File: src/sv/wvc_pkg.sv
// ----------------------------------------------------------------------------
// wvc_pkg: shared types and constants of the waypoint velocity controller
// Register map codes, controller/datapath interface structs, CORDIC table.
// ----------------------------------------------------------------------------
package wvc_pkg;

	// Datapath widths
	localparam int DW = 33;            // position difference, signed
	localparam int XW = 45;            // CORDIC x/y, signed, normalized to 2^40
	localparam int ZW = 24;            // CORDIC angle, 2^-24 turn
	localparam int SW = 35;            // square root remainder/root
	localparam int STEP_W = 5;

	// Sequencing
	localparam int CORDIC_STEPS = 18;
	localparam int ITER_STEPS   = 20;  // squares take the first three slots
	localparam int SQRT_START   = 3;
	localparam int NORM_BIT     = 40;
	localparam int COARSE_BIT   = 32;

	localparam logic [ZW-1:0] HALF_TURN = 24'h800000;
	localparam logic [ZW-1:0] Z_ROUND   = 24'h000080;
	localparam logic [SW-1:0] SQRT_TOP  = 35'h100000000;
	localparam logic [16:0]   FAR_DIST  = 17'h10000;

	// Register indexes (paddr[3:2])
	localparam logic [1:0] REG_POS_TOL  = 2'd0;
	localparam logic [1:0] REG_HEAD_TOL = 2'd1;
	localparam logic [1:0] REG_MAX_LIN  = 2'd2;
	localparam logic [1:0] REG_MAX_TURN = 2'd3;

	// Input command codes
	localparam logic CMD_COMPUTE = 1'b0;
	localparam logic CMD_CLEAR   = 1'b1;

	typedef struct packed {
		logic [15:0] pos_tol;
		logic [14:0] head_tol;
		logic [15:0] max_lin;
		logic [14:0] max_turn;
	} cfg_t;

	typedef struct packed {
		logic              load;
		logic              setup;
		logic              norm;
		logic              iter;
		logic [STEP_W-1:0] step;
		logic              write;
	} dp_cmd_t;

	typedef struct packed {
		logic norm_done;
		logic clear;
	} dp_stat_t;

	typedef enum logic [4:0] {
		ST_IDLE  = 5'b00001,
		ST_SETUP = 5'b00010,
		ST_NORM  = 5'b00100,
		ST_ITER  = 5'b01000,
		ST_FINAL = 5'b10000
	} state_t;

	// atan(2^-i) in units of 2^-24 turn
	function automatic logic [ZW-1:0] atan_val(input logic [STEP_W-1:0] i);
		logic [ZW-1:0] v;
		case (i)
			5'd0:    v = 24'd2097152;
			5'd1:    v = 24'd1238021;
			5'd2:    v = 24'd654136;
			5'd3:    v = 24'd332050;
			5'd4:    v = 24'd166669;
			5'd5:    v = 24'd83416;
			5'd6:    v = 24'd41718;
			5'd7:    v = 24'd20860;
			5'd8:    v = 24'd10430;
			5'd9:    v = 24'd5215;
			5'd10:   v = 24'd2608;
			5'd11:   v = 24'd1304;
			5'd12:   v = 24'd652;
			5'd13:   v = 24'd326;
			5'd14:   v = 24'd163;
			5'd15:   v = 24'd81;
			5'd16:   v = 24'd41;
			5'd17:   v = 24'd20;
			default: v = '0;
		endcase
		return v;
	endfunction

endpackage

File: src/sv/waypoint_velocity_controller_top.sv
// ----------------------------------------------------------------------------
// waypoint_velocity_controller_top: unicycle go-to-goal velocity controller
// Turns robot and waypoint poses into angular and linear speed commands.
// ----------------------------------------------------------------------------
// Usage:
//   Slave stream s_*: one transaction per pose pair; s_tuser is the command
//   (0 compute, 1 clear the arrival flag for a new path).
//   Master stream m_*: exactly one result transaction per input transaction,
//   in order.
//   APB port: four registers at byte addresses 0, 4, 8, 12 (position
//   tolerance, heading tolerance, max linear speed, max turn rate).
// Sequencing:
//   A compute transaction runs from acceptance through a setup step, a
//   normalization phase (shifts by 8 or by 1 until the larger component
//   reaches 2^40, plus a check that sees it; it ends at once when robot and
//   waypoint coincide), an iteration phase (18 CORDIC micro-rotations; the
//   squarer and a 17-step square root run alongside) and a result step. A
//   clear transaction goes from setup straight to the result step.
//   One item is in flight at a time; s_tready is high only while idle.
// Reset and stalls:
//   Reset restores the register defaults and clears the arrival flag. A
//   result waiting on m_tready holds; the next input is still accepted and
//   processed, and its result waits until the output register is free.
// ----------------------------------------------------------------------------
module waypoint_velocity_controller_top (
	input  logic         clk,
	input  logic         arst_n,
	// command
	input  logic         s_tvalid,
	output logic         s_tready,
	input  logic         s_tuser,
	// robot_x, robot_y, robot_heading, goal_x, goal_y, goal_heading
	input  logic [159:0] s_tdata,
	output logic         m_tvalid,
	input  logic         m_tready,
	// turn_rate, forward_speed, arrived, zero pad
	output logic [39:0]  m_tdata,
	input  logic         psel,
	input  logic         penable,
	input  logic         pwrite,
	input  logic [3:0]   paddr,
	input  logic [31:0]  pwdata,
	output logic [31:0]  prdata,
	output logic         pready
);

	wvc_pkg::cfg_t     cfg;
	wvc_pkg::dp_cmd_t  cmd;
	wvc_pkg::dp_stat_t stat;
	logic [15:0]       turn_rate;
	logic [15:0]       forward_speed;
	logic              arrived;

	wvc_regs u_regs (
		.clk     (clk),
		.arst_n  (arst_n),
		.psel    (psel),
		.penable (penable),
		.pwrite  (pwrite),
		.paddr   (paddr),
		.pwdata  (pwdata),
		.prdata  (prdata),
		.pready  (pready),
		.cfg     (cfg)
	);

	wvc_ctrl u_ctrl (
		.clk      (clk),
		.arst_n   (arst_n),
		.s_tvalid (s_tvalid),
		.s_tready (s_tready),
		.m_tvalid (m_tvalid),
		.m_tready (m_tready),
		.stat     (stat),
		.cmd      (cmd)
	);

	wvc_dp u_dp (
		.clk           (clk),
		.arst_n        (arst_n),
		.cmd           (cmd),
		.stat          (stat),
		.cfg           (cfg),
		.command       (s_tuser),
		.robot_x       (s_tdata[31:0]),
		.robot_y       (s_tdata[63:32]),
		.robot_heading (s_tdata[79:64]),
		.goal_x        (s_tdata[111:80]),
		.goal_y        (s_tdata[143:112]),
		.goal_heading  (s_tdata[159:144]),
		.turn_rate     (turn_rate),
		.forward_speed (forward_speed),
		.arrived       (arrived)
	);

	assign m_tdata = {7'd0, arrived, forward_speed, turn_rate};

endmodule

File: src/sv/wvc_regs.sv
// ----------------------------------------------------------------------------
// wvc_regs: configuration register file
// APB-style write/read of the four tolerance and limit registers.
// ----------------------------------------------------------------------------
module wvc_regs (
	input  logic                clk,
	input  logic                arst_n,
	input  logic                psel,
	input  logic                penable,
	input  logic                pwrite,
	input  logic [3:0]          paddr,
	input  logic [31:0]         pwdata,
	output logic [31:0]         prdata,
	output logic                pready,
	output wvc_pkg::cfg_t       cfg
);

	wvc_pkg::cfg_t cfg_q;
	logic          wr_en;

	assign pready = 1'b1;
	assign wr_en  = psel & penable & pwrite;
	assign cfg    = cfg_q;

	// register writes, unused bits masked off
	always_ff @(posedge clk or negedge arst_n) begin
		if (!arst_n) begin
			cfg_q.pos_tol  <= 16'd655;
			cfg_q.head_tol <= 15'd104;
			cfg_q.max_lin  <= 16'd6554;
			cfg_q.max_turn <= 15'd20861;
		end else if (wr_en) begin
			case (paddr[3:2])
				wvc_pkg::REG_POS_TOL:  cfg_q.pos_tol  <= pwdata[15:0];
				wvc_pkg::REG_HEAD_TOL: cfg_q.head_tol <= pwdata[14:0];
				wvc_pkg::REG_MAX_LIN:  cfg_q.max_lin  <= pwdata[15:0];
				wvc_pkg::REG_MAX_TURN: cfg_q.max_turn <= pwdata[14:0];
				default: ;
			endcase
		end
	end

	// read mux
	always_comb begin
		case (paddr[3:2])
			wvc_pkg::REG_POS_TOL:  prdata = {16'd0, cfg_q.pos_tol};
			wvc_pkg::REG_HEAD_TOL: prdata = {17'd0, cfg_q.head_tol};
			wvc_pkg::REG_MAX_LIN:  prdata = {16'd0, cfg_q.max_lin};
			wvc_pkg::REG_MAX_TURN: prdata = {17'd0, cfg_q.max_turn};
			default:               prdata = '0;
		endcase
	end

endmodule

File: src/sv/wvc_ctrl.sv
// ----------------------------------------------------------------------------
// wvc_ctrl: sequencing state machine
// Steps the datapath through setup, normalization, CORDIC/sqrt iterations and
// the final result write; owns the output valid flag.
// ----------------------------------------------------------------------------
module wvc_ctrl (
	input  logic                clk,
	input  logic                arst_n,
	input  logic                s_tvalid,
	output logic                s_tready,
	output logic                m_tvalid,
	input  logic                m_tready,
	input  wvc_pkg::dp_stat_t   stat,
	output wvc_pkg::dp_cmd_t    cmd
);

	wvc_pkg::state_t                 state_q;
	logic [wvc_pkg::STEP_W-1:0]      step_q;
	logic                            out_valid_q;
	logic                            accept;
	logic                            write;

	assign s_tready = (state_q == wvc_pkg::ST_IDLE);
	assign accept   = s_tvalid & s_tready;
	assign write    = (state_q == wvc_pkg::ST_FINAL) & (~out_valid_q | m_tready);
	assign m_tvalid = out_valid_q;

	// datapath commands
	always_comb begin
		cmd.load  = accept;
		cmd.setup = (state_q == wvc_pkg::ST_SETUP);
		cmd.norm  = (state_q == wvc_pkg::ST_NORM);
		cmd.iter  = (state_q == wvc_pkg::ST_ITER);
		cmd.step  = step_q;
		cmd.write = write;
	end

	// state sequencing
	always_ff @(posedge clk or negedge arst_n) begin
		if (!arst_n) begin
			state_q <= wvc_pkg::ST_IDLE;
			step_q  <= '0;
		end else begin
			case (state_q)
				wvc_pkg::ST_IDLE: begin
					if (accept) state_q <= wvc_pkg::ST_SETUP;
				end
				wvc_pkg::ST_SETUP: begin
					// a clear transaction goes straight to the result
					state_q <= stat.clear ? wvc_pkg::ST_FINAL : wvc_pkg::ST_NORM;
				end
				wvc_pkg::ST_NORM: begin
					if (stat.norm_done) begin
						state_q <= wvc_pkg::ST_ITER;
						step_q  <= '0;
					end
				end
				wvc_pkg::ST_ITER: begin
					step_q <= step_q + 5'd1;
					if (step_q == 5'(wvc_pkg::ITER_STEPS - 1)) state_q <= wvc_pkg::ST_FINAL;
				end
				wvc_pkg::ST_FINAL: begin
					if (write) state_q <= wvc_pkg::ST_IDLE;
				end
				default: state_q <= wvc_pkg::ST_IDLE;
			endcase
		end
	end

	// output valid: set on result write, cleared when taken
	always_ff @(posedge clk or negedge arst_n) begin
		if (!arst_n) begin
			out_valid_q <= 1'b0;
		end else if (write) begin
			out_valid_q <= 1'b1;
		end else if (m_tready) begin
			out_valid_q <= 1'b0;
		end
	end

endmodule

File: src/sv/wvc_dp.sv
// ----------------------------------------------------------------------------
// wvc_dp: controller datapath
// Position difference, CORDIC vectoring for the bearing, shared squarer and
// bit-serial square root for the distance, and the command/limit logic.
// ----------------------------------------------------------------------------
module wvc_dp (
	input  logic                 clk,
	input  logic                 arst_n,
	input  wvc_pkg::dp_cmd_t     cmd,
	output wvc_pkg::dp_stat_t    stat,
	input  wvc_pkg::cfg_t        cfg,
	input  logic                 command,
	input  logic signed [31:0]   robot_x,
	input  logic signed [31:0]   robot_y,
	input  logic signed [15:0]   robot_heading,
	input  logic signed [31:0]   goal_x,
	input  logic signed [31:0]   goal_y,
	input  logic signed [15:0]   goal_heading,
	output logic signed [15:0]   turn_rate,
	output logic [15:0]          forward_speed,
	output logic                 arrived
);

	localparam int DW = wvc_pkg::DW;
	localparam int XW = wvc_pkg::XW;
	localparam int ZW = wvc_pkg::ZW;
	localparam int SW = wvc_pkg::SW;

	function automatic logic [16:0] abs17(input logic [15:0] v);
		logic [16:0] e;
		e = {v[15], v};
		return v[15] ? (~e + 17'd1) : e;
	endfunction

	// transaction registers
	logic                 cmd_q;
	logic [15:0]          rh_q, gh_q;
	logic signed [DW-1:0] dx_q, dy_q;
	// CORDIC state
	logic signed [XW-1:0] x_q, y_q;
	logic [ZW-1:0]        z_q;
	logic                 zero_q;
	// distance state
	logic                 far_q;
	logic [15:0]          adx_q, ady_q;
	logic [31:0]          p_q;
	logic [SW-1:0]        n_q, r_q, bit_q;
	// sticky arrival flag
	logic                 flag_q;
	// result registers
	logic [15:0]          turn_q, speed_q;
	logic                 arrived_q;

	// setup values
	logic [DW-1:0]        adx_full, ady_full;
	logic signed [XW-1:0] dxe, dye;
	// normalization
	logic [XW-1:0]        ax, ay;
	logic                 coarse, norm_done;
	// CORDIC step
	logic signed [XW-1:0] xs, ys;
	logic                 y_pos;
	logic                 cordic_en, sqrt_en;
	logic [15:0]          mul_a;
	logic [SW-1:0]        trial;
	// result logic
	logic [ZW-1:0]        zr;
	logic [15:0]          bear, err, hdiff, ang1, ang2, ang, ang_sat;
	logic [16:0]          aerr, ahd, aang, distance, dist_cut;
	logic                 hit;
	logic [15:0]          lin;

	assign adx_full = dx_q[DW-1] ? DW'(-dx_q) : DW'(dx_q);
	assign ady_full = dy_q[DW-1] ? DW'(-dy_q) : DW'(dy_q);
	assign dxe      = {{(XW-DW){dx_q[DW-1]}}, dx_q};
	assign dye      = {{(XW-DW){dy_q[DW-1]}}, dy_q};

	// normalization status: shifting up until the larger magnitude reaches 2^40
	assign ax        = x_q[XW-1] ? XW'(-x_q) : XW'(x_q);
	assign ay        = y_q[XW-1] ? XW'(-y_q) : XW'(y_q);
	assign coarse    = (ax[XW-1:wvc_pkg::COARSE_BIT] == '0) && (ay[XW-1:wvc_pkg::COARSE_BIT] == '0);
	assign norm_done = zero_q || (ax[XW-1:wvc_pkg::NORM_BIT] != '0)
	                          || (ay[XW-1:wvc_pkg::NORM_BIT] != '0);

	assign stat.norm_done = norm_done;
	assign stat.clear     = cmd_q;

	// iteration helpers
	assign xs        = x_q >>> cmd.step;
	assign ys        = y_q >>> cmd.step;
	assign y_pos     = !y_q[XW-1] && (y_q != '0);
	assign cordic_en = cmd.iter && (cmd.step < 5'(wvc_pkg::CORDIC_STEPS));
	assign sqrt_en   = cmd.iter && (cmd.step >= 5'(wvc_pkg::SQRT_START));
	assign mul_a     = (cmd.step == 5'd0) ? adx_q : ady_q;
	assign trial     = r_q + bit_q;

	// input capture and position difference
	always_ff @(posedge clk) begin
		if (cmd.load) begin
			cmd_q <= command;
			rh_q  <= robot_heading;
			gh_q  <= goal_heading;
			dx_q  <= DW'({goal_x[31], goal_x}) - DW'({robot_x[31], robot_x});
			dy_q  <= DW'({goal_y[31], goal_y}) - DW'({robot_y[31], robot_y});
		end
	end

	// CORDIC: half-turn fold, normalization, micro-rotations
	always_ff @(posedge clk) begin
		if (cmd.setup) begin
			zero_q <= (dx_q == '0) && (dy_q == '0);
			if (dx_q[DW-1]) begin
				x_q <= -dxe;
				y_q <= -dye;
				z_q <= wvc_pkg::HALF_TURN;
			end else begin
				x_q <= dxe;
				y_q <= dye;
				z_q <= '0;
			end
		end else if (cmd.norm && !norm_done) begin
			if (coarse) begin
				x_q <= x_q <<< 8;
				y_q <= y_q <<< 8;
			end else begin
				x_q <= x_q <<< 1;
				y_q <= y_q <<< 1;
			end
		end else if (cordic_en) begin
			if (y_pos) begin
				x_q <= x_q + ys;
				y_q <= y_q - xs;
				z_q <= z_q + wvc_pkg::atan_val(cmd.step);
			end else begin
				x_q <= x_q - ys;
				y_q <= y_q + xs;
				z_q <= z_q - wvc_pkg::atan_val(cmd.step);
			end
		end
	end

	// distance: squares through one multiplier, then restoring square root
	always_ff @(posedge clk) begin
		if (cmd.setup) begin
			far_q <= (adx_full[DW-1:16] != '0) || (ady_full[DW-1:16] != '0);
			adx_q <= adx_full[15:0];
			ady_q <= ady_full[15:0];
			r_q   <= '0;
			bit_q <= wvc_pkg::SQRT_TOP;
		end else if (cmd.iter) begin
			if (cmd.step < 5'd2) p_q <= {16'd0, mul_a} * {16'd0, mul_a};
			if (cmd.step == 5'd1) n_q <= SW'(p_q);
			if (cmd.step == 5'd2) n_q <= n_q + SW'(p_q);
			if (sqrt_en) begin
				if (n_q >= trial) begin
					n_q <= n_q - trial;
					r_q <= (r_q >> 1) + bit_q;
				end else begin
					r_q <= r_q >> 1;
				end
				bit_q <= bit_q >> 2;
			end
		end
	end

	// command law from bearing, distance and limits
	always_comb begin
		zr    = z_q + wvc_pkg::Z_ROUND;
		bear  = zero_q ? 16'd0 : zr[ZW-1:8];
		err   = bear - rh_q;
		aerr  = abs17(err);
		ang1  = (aerr <= {2'b00, cfg.head_tol}) ? 16'd0 : err;
		hdiff = gh_q - rh_q;
		ahd   = abs17(hdiff);
		ang2  = (ahd <= {2'b00, cfg.head_tol}) ? 16'd0 : hdiff;
		ang   = flag_q ? ang2 : ang1;
		aang  = abs17(ang);
		if (aang > {2'b00, cfg.max_turn})
			ang_sat = ang[15] ? 16'(-{1'b0, cfg.max_turn}) : {1'b0, cfg.max_turn};
		else
			ang_sat = ang;
		distance = far_q ? wvc_pkg::FAR_DIST : r_q[16:0];
		hit      = distance <= {1'b0, cfg.pos_tol};
		dist_cut = hit ? 17'd0 : distance;
		if (aerr < {2'b00, cfg.head_tol})
			lin = (dist_cut < {1'b0, cfg.max_lin}) ? dist_cut[15:0] : cfg.max_lin;
		else
			lin = 16'd0;
	end

	// arrival flag
	always_ff @(posedge clk or negedge arst_n) begin
		if (!arst_n) begin
			flag_q <= 1'b0;
		end else if (cmd.write) begin
			flag_q <= (cmd_q == wvc_pkg::CMD_CLEAR) ? 1'b0 : (flag_q | hit);
		end
	end

	// result register
	always_ff @(posedge clk) begin
		if (cmd.write) begin
			if (cmd_q == wvc_pkg::CMD_CLEAR) begin
				turn_q    <= '0;
				speed_q   <= '0;
				arrived_q <= 1'b0;
			end else begin
				turn_q    <= ang_sat;
				speed_q   <= lin;
				arrived_q <= flag_q | hit;
			end
		end
	end

	assign turn_rate     = turn_q;
	assign forward_speed = speed_q;
	assign arrived       = arrived_q;

endmodule

File: config.mk
export PLATFORM = sky130hd
export DESIGN_NAME = waypoint_velocity_controller_top
export DESIGN_NICKNAME = d
export VERILOG_FILES = /design/src/sv/wvc_pkg.sv /design/src/sv/waypoint_velocity_controller_top.sv /design/src/sv/wvc_regs.sv /design/src/sv/wvc_ctrl.sv /design/src/sv/wvc_dp.sv
export SDC_FILE = /design/constraint.sdc
export NUM_CORES = 2
export LEC_CHECK = 0
export BUFFER_PORTS_ARGS = -buffer_cell sky130_fd_sc_hd__buf_2
export CAP_MARGIN = 30
export CORE_MARGIN = 1.5
export CORE_UTILIZATION = 35
export DETAILED_ROUTE_END_ITERATION = 10
export SYNTH_ARGS = -nofsm -noshare
export SYNTH_HDL_FRONTEND = slang
export SYNTH_SLANG_ARGS = --single-unit
File: constraint.sdc
create_clock -name clk -period 11.2 [get_ports clk]
set_input_delay 1.12 -clock clk [delete_from_list [all_inputs] [get_ports clk]]
set_output_delay 1.12 -clock clk [all_outputs]
set_load 0.005 [all_outputs]
==> impl_metrics.tcl <==
set metrics [dict create \
    clk_pin_slew_worst_paths_ns 0.06 \
    root_buffer "clkbuf_16" \
    grt_util_all_layers 0.2107 \
    syn_inst 6443 \
    end_kind "register" \
    slew_headroom 0.2812 \
    areaGrowthSynthToFinish_pct 9.459 \
    clock-sinks 472 \
    drtAntennaViolNets 0 \
    io-pin-count 279 \
    grt_max_degree 75 \
    timing.setup.tns_ns 0 \
    routed_via_density 5.697 \
    antenna_found_initial 2 \
    critical_path_arrival_ns 10.36 \
    cts-buffers-inserted 59 \
    placementRows 147 \
    r2r_slack_ns 1.27 \
    route.detailed.drc 0 \
    slowest_delay_ns 0.59 \
    crit-reg2reg-launch "u_dp.z_q[7]" \
    cp-start-kind "register" \
    synth_cell_types 112 \
    grt_pass1_wl_mm 275.6 \
    worstPathRequired_ns 11.64 \
    place_hpwl_mm 138.4 \
    register_area_mm2 0.01333 \
    io_buffers 236 \
    worst_pin_slew_ns 1.076 \
    clock_path_buffers 3 \
    layout.nets 7416 \
    ctsResizeCount 0 \
    diodes 0 \
    fmaxAchievable_mhz 100.7 \
    grt_pass1_vias 47830 \
    cts_setup_buffers 0 \
    dieHeight_um 405.7 \
    fp.dieW_um 405.7 \
    synth-edff-count 346 \
    min_period_ns 9.926 \
    syn_area_mm2 0.05675 \
    synth-main-ff-cell "edfxtp_1" \
    layout_commonest_cell "nor2_1" \
    setup_viol 0 \
    critical_path_class "register to register" \
    drt_iter0_markers 4342 \
    finalCritPeriodShare 0.8862 \
    status "finished, final reports clean" \
    gr-total-overflow 0 \
    final_hold_viol_count 0 \
    final_cell_mix "nor2_1, nand2_1, ha_1" \
    async_flop_share 0.1568 \
    cts_tree "done" \
    cp_max_fo 27 \
    synth_seq_area_share 0.2346 \
    final_max_slew_viol_count 0 \
    cts_max_level 2 \
    final_layout_size_suffix_gt1_frac 0.1197 \
    rr_endpoint "u_dp.turn_rate[1]" \
    reg2regPathDepth 41 \
    drt_wl_total_mm 179.0 \
    multi_input_area_mm2 0.04053 \
    insertion_delay_ns 0.73 \
    wl_per_cell_um 20.45 \
    yosysWarnings 0 \
    yosys_register_bits 472 \
    hold_class "input port to asynchronous set/reset pin" \
    cts_hold_buffers 0 \
    rsz0062_at_grt "no" \
    crit_path_top_delay_cell "nand2b_1" \
    critPathLaunch "u_dp.z_q[7]" \
    crit_top_cell "a21o_1" \
    filler_cell_count 16270 \
    finalClockSkew_ns 0.06628 \
    dieArea_mm2 0.1646 \
    gp_congestion 0.9680 \
    syn_avg_cell_area_um2 8.807 \
    vias 49850 \
    start_util 0.3530 \
    core_mm2 0.1608 \
    cap_violations 0 \
    dr.pass1.iters 6 \
]
==> metal layers <==
layer | wire length, µm | part of all wire | GRT usage | vias up
li1 | - | - | - | 23740
met1 | 77850 | 0.43 | 0.2818 | 23960
met2 | 82430 | 0.46 | 0.3477 | 1842
met3 | 12750 | 0.071 | 0.03151 | 299
met4 | 5931 | 0.033 | 0.06728 | 2
met5 | 13 | 0.000073 | 0 | -
==> area by class of cell <==
cell class / count / share of cell area
Multi-Input combinational cell: 5226 / 0.6524
Timing Repair Buffer: 311 / 0.02885
Tap cell: 2160 / 0.04351
Inverter: 471 / 0.02850
Sequential cell: 472 / 0.2146
Clock inverter: 37 / 0.006567
Clock buffer: 73 / 0.02558
==> how the worst max path moves through the flow <==
stage / endpoint / slack (ns) / cells after the start
detailed placement: u_dp.turn_rate[1] / 1.40 / 41
global route: u_dp.turn_rate[1] / 0.46 / 41
CTS: u_dp.turn_rate[1] / 1.36 / 41
global placement: u_dp.turn_rate[1] / 0.95 / 40
floorplan: u_dp.p_q[31] / 2.19 / 34
finish: u_dp.turn_rate[1] / 1.27 / 41
==> state kept, by name (all words and copies together) (netlist names), 5 cells and up <==
name / cells
u_dp.gh_q: 16
u_dp.r_q: 35
u_dp.forward_speed: 16
u_dp.bit_q: 17
u_dp.ady_q: 16
u_dp.dx_q: 33
u_dp.y_q: 45
u_regs.cfg: 62
u_dp.z_q: 24
u_ctrl.state_q: 5
u_dp.adx_q: 16
u_dp.dy_q: 33
u_dp.n_q: 35
u_ctrl.step_q: 5
u_dp.p_q: 31
u_dp.rh_q: 16
u_dp.turn_rate: 16
u_dp.x_q: 45
==> Yosys cell counts, types with 32 or more instances <==
library cell  number  area share
dfrtp_1           48       0.021
nor3_1           144       0.013
nand2b_1          71      0.0078
a31oi_1           73      0.0080
and3_1            55      0.0061
a21o_1           129       0.017
o31ai_1           42      0.0056
o21ai_0          373       0.033
a21oi_1          463       0.041
nor2b_1           83      0.0092
edfxtp_1         346        0.18
mux2i_1          183       0.032
mux4_2           122       0.048
o21a_1            67      0.0089
nand2_1          518       0.034
nor4_1            44      0.0049
nand4_1           40      0.0044
xor2_1           201       0.031
o211ai_1          32      0.0042
clkbuf_1         190       0.013
and2_1            61      0.0067
o21bai_1          43      0.0057
ha_1             499        0.11
buf_2             35      0.0031
a211oi_1          67      0.0089
dfxtp_1           52       0.018
xnor2_1          346       0.053
fa_1             172       0.061
o22ai_1           46      0.0051
nor2_1           550       0.036
inv_1            457       0.030
a22oi_1           34      0.0045
nand3_1          109      0.0096
mux2_2           102       0.020
or3_1             76      0.0084
==> logic make-up after synthesis <==
group / after synthesis / synth area share
xor gates and xnor gates: 547 / 0.08443
buffers and inverters: 767 / 0.05510
and+or+nand+nor: 1890 / 0.1611
muxes: 407 / 0.1009
DFF: 472 / 0.2346
AOI/OAI and AO/OA: 1687 / 0.1930
adders and majority gates: 671 / 0.1707
other: 2 / 0.0001323
==> stage by stage <==
stage | instance area [µm²] | std cells | util | worst slack [ns] | hold slack, ns
after floorplan | 56830 | 6465 | - | 2.186 | 0.4411
after detailed placement | 60090 | 8639 | 0.3738 | 1.405 | 0.4783
after CTS | 62090 | 8749 | 0.3862 | 1.358 | 0.4960
final | 62110 | 8750 | 0.3864 | 1.274 | 0.1840
after global placement | 60030 | 8635 | 0.3735 | 0.9499 | 0.4753
after global routing | 62110 | 8750 | 0.3864 | 0.4621 | 0.1619
==> critical path, delay by kind of cell, from the launching register on <==
kind / cells / cell delay [ns]
AOI/OAI and AO/OA: 19 / 3.98
and+or+nand+nor: 10 / 2.51
adders and majority gates: 4 / 1.16
buffers and inverters: 4 / 0.85
xor gates and xnor gates: 4 / 0.72
DFF: 1 / 0.39
Power is left out: the tool's default activity adds up to more than one toggle a clock period on the data nets, which glitch-free logic cannot reach.
